## src/sopm_pkg.sv

```systemverilog
// Package for the second-order plant model: field widths, fixed-point
// formats, plant mode codes and the Q2.14 coefficient tables.
// No dependencies.
package sopm_pkg;

  // Field and format widths
  localparam int SAMPLE_W        = 8;
  localparam int MODE_W          = 3;
  localparam int OUT_W           = 8;
  localparam int FRAC_BITS       = 8;
  localparam int COEF_FRAC       = 14;
  localparam int COEF_W          = 16;
  localparam int STATE_WIDTH_DEF = 24;

  // Plant modes that select a coefficient set; all others pass through
  localparam logic [MODE_W-1:0] MODE_PLANT_FIRST = 3'd1;
  localparam logic [MODE_W-1:0] MODE_PLANT_LAST  = 3'd4;

  // Largest output code
  localparam logic [OUT_W-1:0] OUT_MAX = 8'd255;

  typedef logic signed [COEF_W-1:0] coef_t;

  typedef struct packed {
    coef_t b;
    coef_t a1;
    coef_t a2;
  } coef_set_t;

  // Coefficient set for a plant mode, indexed by mode minus one
  function automatic coef_set_t coef_lookup(input logic [1:0] idx);
    coef_set_t c;
    case (idx)
      2'd0:    c = '{b: 16'sd958,  a1: 16'sd22086, a2: 16'sd6662};
      2'd1:    c = '{b: 16'sd1316, a1: 16'sd28475, a2: 16'sd13414};
      2'd2:    c = '{b: 16'sd1453, a1: 16'sd31310, a2: 16'sd16384};
      2'd3:    c = '{b: 16'sd1092, a1: 16'sd24281, a2: 16'sd8992};
      default: c = '{b: 16'sd0,    a1: 16'sd0,     a2: 16'sd0};
    endcase
    return c;
  endfunction

endpackage

```

## src/sopm_recur.sv

```systemverilog
// Recurrence of the second-order plant: history registers, the three
// coefficient products, floor shift and saturation of the new state.
// Depends on sopm_pkg.
module sopm_recur import sopm_pkg::*; #(
  parameter int STATE_WIDTH = STATE_WIDTH_DEF
) (
  input  logic                          clk,
  input  logic                          rst_n,
  input  logic                          step,
  input  logic [SAMPLE_W-1:0]           sample,
  input  logic                          drive_high,
  input  logic [MODE_W-1:0]             plant_mode,
  output logic signed [STATE_WIDTH-1:0] y
);

  localparam int XQ_W = SAMPLE_W + FRAC_BITS;
  localparam int PB_W = COEF_W + XQ_W + 1;
  localparam int PA_W = COEF_W + STATE_WIDTH;
  localparam int AW   = STATE_WIDTH + 18;

  localparam logic signed [AW-1:0] ST_MAX =
    $signed({{(AW-STATE_WIDTH+1){1'b0}}, {(STATE_WIDTH-1){1'b1}}});
  localparam logic signed [AW-1:0] ST_MIN = ~ST_MAX;

  logic [SAMPLE_W-1:0]           last_sample_r;
  logic signed [STATE_WIDTH-1:0] hist_one_r, hist_two_r;

  coef_set_t                     cs;
  logic                          use_plant;
  logic [1:0]                    mode_idx;
  logic signed [PB_W-1:0]        prod_b;
  logic signed [PA_W-1:0]        prod_a1, prod_a2;
  logic signed [AW-1:0]          acc, acc_sh, pass_v, sel;

  // Pick the coefficient set
  assign use_plant = drive_high &&
                     (plant_mode inside {[MODE_PLANT_FIRST:MODE_PLANT_LAST]});
  assign mode_idx  = 2'(plant_mode - MODE_PLANT_FIRST);
  assign cs        = coef_lookup(mode_idx);

  // Form the three products and sum them with 22 fraction bits
  assign prod_b  = PB_W'(cs.b) * $signed({1'b0, last_sample_r, {FRAC_BITS{1'b0}}});
  assign prod_a1 = PA_W'(cs.a1) * PA_W'(hist_one_r);
  assign prod_a2 = PA_W'(cs.a2) * PA_W'(hist_two_r);
  assign acc     = AW'(prod_b) + AW'(prod_a1) - AW'(prod_a2);

  // Drop the coefficient fraction, rounding toward minus infinity
  assign acc_sh = acc >>> COEF_FRAC;

  // Passthrough value in state format
  assign pass_v = $signed({{(AW-XQ_W){1'b0}}, sample, {FRAC_BITS{1'b0}}});

  // Select and saturate to the state range
  always_comb begin
    sel = use_plant ? acc_sh : pass_v;
    if (sel > ST_MAX) begin
      y = ST_MAX[STATE_WIDTH-1:0];
    end else if (sel < ST_MIN) begin
      y = ST_MIN[STATE_WIDTH-1:0];
    end else begin
      y = sel[STATE_WIDTH-1:0];
    end
  end

  // Advance the history on every transaction that leaves the input register
  always_ff @(posedge clk) begin
    if (!rst_n) begin
      last_sample_r <= '0;
      hist_one_r    <= '0;
      hist_two_r    <= '0;
    end else if (step) begin
      last_sample_r <= sample;
      hist_one_r    <= y;
      hist_two_r    <= hist_one_r;
    end
  end

endmodule

```

## config.mk

```make
export PLATFORM = sky130hd
export DESIGN_NAME = sopm_recur
export DESIGN_NICKNAME = d
export VERILOG_FILES = /design/src/sopm_pkg.sv /design/src/sopm_recur.sv
export SDC_FILE = /design/constraint.sdc
export NUM_CORES = 2
export LEC_CHECK = 0
export ABC_CLOCK_PERIOD_IN_PS = 43200
export BUFFER_PORTS_ARGS = -buffer_cell sky130_fd_sc_hd__buf_2
export CORE_UTILIZATION = 65
export CTS_CLUSTER_SIZE = 40
export DETAILED_ROUTE_END_ITERATION = 16
export GPL_TIMING_DRIVEN = 0
export PLACE_DENSITY = 0.82
export SLEW_MARGIN = 15
export SYNTH_ARGS = -nofsm -noshare
export SYNTH_HDL_FRONTEND = slang
export SYNTH_SLANG_ARGS = --single-unit
```

## constraint.sdc

```tcl
create_clock -name clk -period 43.2 [get_ports clk]
set_clock_uncertainty 0.2 [all_clocks]
set_input_delay 8.64 -clock clk [delete_from_list [all_inputs] [get_ports clk]]
set_output_delay 8.64 -clock clk [all_outputs]
set_load 0.05 [all_outputs]
```

==> results.md <==
- Along the worst hold path, the cell count comes to 2.
- The latest clock arrival within the worst-skew pair is 350 ps.
- The I/O pin total is 39.
- The commonest register cell after synthesis is sky130_fd_sc_hd__dfxtp_1.
- The initial utilization of the core area, before any placement, comes to 0.659.
- The number of hold violations in the final report is 0.
- The library cell used as clock root buffer is sky130_fd_sc_hd__clkbuf_16.
- The share of synthesized area in the top cell type comes to 0.491.
- The length of the first detailed-routing pass in iterations is 5.
- The mapped cell area is 29100 µm².
- The tool flagged a number of max-cap violations equal to 0.
- Summing all multi-input logic gate instances after layout gives 24100 µm².
- The final layout contains routed wiring with a total length of 92600 µm.
- For the final routed database, the setup TNS stands at 0 ps.
- The floorplan has 77 rows.
- By count the netlist is led by 944 x sky130_fd_sc_hd__inv_1, 714 x sky130_fd_sc_hd__fa_1, 318 x sky130_fd_sc_hd__ha_1.
- The origin of the worst min-delay path is hist_one_r[21].
- Counting flops with a built-in enable in the synthesized netlist gives 0.
- Counting the fill cells in the layout gives 3545.
- The clock passes through at most 2 buffers.
- Counting stages on the worst path, the most repeated cell is sky130_fd_sc_hd__fa_1.
- The critical-path cell with the highest stage delay is sky130_fd_sc_hd__o211ai_2.
- After synthesis, the cell types taking the most area are sky130_fd_sc_hd__fa_1 49%, sky130_fd_sc_hd__ha_1 14%, sky130_fd_sc_hd__inv_1 12%.
- The floorplan step defined a core boundary enclosing 44200 µm².
- The upper clock frequency limit is 32.2 MHz.
- TritonCTS built the clock tree.
- The count of antenna-violating nets left after detailed routing is 0.
- The number of hold buffers added after cts is 0.
- The final cell count without fillers is 3736.
- The endpoint of the lowest-slack register-to-register path is hist_one_r[15].
- The global-route wire length before repair is 140000 µm.
- The initial antenna violation count is 2.
- The average via count per standard cell is 5.72.
- In this run the worst hold path is classified as reg -> reg.
- STA puts the critical path data arrival time at 22210 ps.
- Setup repair after global routing left no endpoint under its margin.
- The last weighted congestion value of the routability-driven placer is 1.01.
- STA puts the critical path data required time at 34360 ps.
- The count of cells resized by post-cts repair is 0.
- Dividing the synthesized area by the synthesized cell count gives 9.42 µm².
- The floorplan step set the die width to 214 µm.
- Clock-pin slew was measured on the worst setup and hold paths at 120 ps.
- The placed wire-length estimate is 80300 µm.
- The largest total area in the synthesized netlist belongs to sky130_fd_sc_hd__fa_1.
- Yosys printed 0 warnings.
- The delay of the slowest cell on the worst path is 820 ps.
- The number of global-route vias before repair is 22900.
- The type of the worst setup path is in -> out.
- The maximum number of pins on one net before global-route repair is 21.
- At the end of the flow, the number of nets in the layout was 4188.
- The register-to-register setup slack is 31930 ps.
- In the final routed layout, each cell accounts on average for 24.8 µm.
- The total track usage is 0.434.
- The total clock sinks is 56.
- The worst pin sits at a relative slew slack of 0.0831.
- The number of setup buffers added after CTS is 0.
- The die outline area is 45700 µm².
- Relative to the synthesized area, the layout overhead comes to 3.76%.
- In the final layout, the share of cells above drive strength 1 is 0.0210.
- The CTS H-tree depth is 2.
- The synthesized instance count is 3095.
- STA classifies the critical path endpoint as an output port.
- Summing all non-filler instances in the final layout gives an area of 30200 µm².
- In this run the critical register-to-register path is launched from last_sample_r[1].
- The global route total overflow is 0.
- The overall via count from detail_route is 21400.
- In this run, CTS created clock tree buffers numbering 5.
- The number of cell instances on the worst register-to-register path is 37.
- Along the worst path, the maximum fanout reaches 13.
- For this run, design rule violations remaining after detail routing come to 0.
- Once placement finished, the instance area stood at 30100 µm².
- The detailed router finished its first iteration with 1733 violations.
- For the pin with the worst max-slew slack, the measured transition is 1380 ps.
- The most critical setup path has its startpoint at plant_mode[0].
- Dividing the final minimum period by the clock period gives 0.719.
- The sort of element at the start of the critical path is a primary input.
- The run finished with clean final reports.
- The path with the worst hold slack has its endpoint at hist_two_r[21].
- The count of state elements after synthesis is 56.
- In this run the tool buffered the top-level ports with 36 buffer cells.
- Yosys mapped the design onto 65 distinct sky130hd cell types.
- The count of final max-slew check failures is 0.
- The die height is 214 µm.
- The number of failing setup endpoints in the final timing report is 0.
- The most repeated cell in the gate-level netlist after synthesis is sky130_fd_sc_hd__inv_1.
- Counting flops with an async set or reset pin after synthesis yields a share of 0.
- After detailed placement, the design holds a cell count of 3726.
- The shortest period the worst path allows is 31050 ps.
- Registers take 1120 µm².
- The portion of the post-synthesis area used by sequential elements is 0.0385.
[cells by family after synthesis]
kind of cell | Yosys count | share of synthesized area
multiplexers | 34 | 0.0117
other | 1 | 0.000129
buffers and inverters | 1050 | 0.136
AND/OR/NAND/NOR | 640 | 0.119
flip-flops | 56 | 0.0385
adder cells (fa/ha/maj) | 1032 | 0.627
XOR/XNOR | 63 | 0.0189
AO/OA/AOI/OAI | 219 | 0.0491
[critical path: cells and delay by family]
family	cells	cell delay (ps)
xor gates and xnor gates	1	220
and+or+nand+nor	2	560
AOI/OAI and AO/OA	17	4740
adders and majority gates	10	4290
buffers and inverters	12	3700
[cells in the final DEF (no fill, tap or decap), types with 3 or more instances in the layout]
| cell | netlist | routed |
|---|---|---|
| sky130_fd_sc_hd__ha_1 | 318 | 318 |
| sky130_fd_sc_hd__o21ai_0 | 56 | 56 |
| sky130_fd_sc_hd__a211oi_1 | 5 | 5 |
| sky130_fd_sc_hd__a21oi_1 | 34 | 34 |
| sky130_fd_sc_hd__inv_1 | 944 | 944 |
| sky130_fd_sc_hd__o21a_1 | 6 | 6 |
| sky130_fd_sc_hd__xnor2_1 | 46 | 46 |
| sky130_fd_sc_hd__clkbuf_1 | 93 | 89 |
| sky130_fd_sc_hd__clkbuf_2 | 0 | 4 |
| sky130_fd_sc_hd__nand2b_1 | 70 | 70 |
| sky130_fd_sc_hd__or3_1 | 9 | 9 |
| sky130_fd_sc_hd__a311o_1 | 3 | 3 |
| sky130_fd_sc_hd__nor3_1 | 8 | 8 |
| sky130_fd_sc_hd__fa_1 | 714 | 714 |
| sky130_fd_sc_hd__nand2_1 | 170 | 170 |
| sky130_fd_sc_hd__clkbuf_16 | 0 | 5 |
| sky130_fd_sc_hd__a21boi_0 | 3 | 3 |
| sky130_fd_sc_hd__nand4_1 | 7 | 7 |
| sky130_fd_sc_hd__nor2b_1 | 114 | 114 |
| sky130_fd_sc_hd__xor2_1 | 17 | 17 |
| sky130_fd_sc_hd__buf_2 | 9 | 45 |
| sky130_fd_sc_hd__a21o_1 | 33 | 33 |
| sky130_fd_sc_hd__nor2_1 | 35 | 35 |
| sky130_fd_sc_hd__and3_1 | 12 | 12 |
| sky130_fd_sc_hd__and2_1 | 175 | 175 |
| sky130_fd_sc_hd__a31oi_1 | 31 | 31 |
| sky130_fd_sc_hd__nand3_1 | 32 | 32 |
| sky130_fd_sc_hd__dfxtp_1 | 56 | 56 |
| sky130_fd_sc_hd__mux2i_1 | 33 | 33 |
| sky130_fd_sc_hd__conb_1 | 1 | 4 |
| sky130_fd_sc_hd__o21bai_1 | 16 | 16 |
| sky130_fd_sc_hd__o211ai_1 | 4 | 4 |
[flip-flops by register name, indices dropped and copies added (netlist names)]
signal	cells
last_sample_r	8
hist_one_r	24
hist_two_r	24
[layer usage]
layer | track usage | up-vias | share of wire
met5 | 0 | - | 0.00036
met4 | 0.322 | 4 | 0.095
met3 | 0.0964 | 348 | 0.085
met2 | 0.691 | 1030 | 0.46
met1 | 0.520 | 10900 | 0.36
li1 | - | 9109 | -
[worst max path at each step]
stage | endpoint | slack [ps] | cells after the start
after floorplan | y[16] | 16080 | 41
after global placement | y[17] | 12440 | 43
after detailed placement | y[16] | 12740 | 43
after CTS | y[16] | 12720 | 43
after global routing | y[19] | 11840 | 42
final | y[19] | 12150 | 42
[area by class of cell]
| class | instances | share of cell area |
|---|---|---|
| Timing Repair Buffer | 36 | 0.00596 |
| Sequential cell | 56 | 0.0371 |
| Antenna cell | 2 | 0.000166 |
| Clock buffer | 5 | 0.00414 |
| Multi-Input combinational cell | 1992 | 0.796 |
| Tap cell | 592 | 0.0245 |
| Inverter | 945 | 0.117 |
| Buffer | 105 | 0.0138 |
| Clock inverter | 3 | 0.000910 |
[metrics by stage]
stage	utilization	hold slack [ps]	setup WS (ps)
after floorplan	-	336	16080
after global placement	0.680	407	12440
after detailed placement	0.680	419	12740
after CTS	0.684	422	12720
after global routing	0.684	457	11840
final	0.684	431	12150
Power is not shown: default switching activity piles up to over one toggle a cycle in this logic, so the estimate is an artifact.
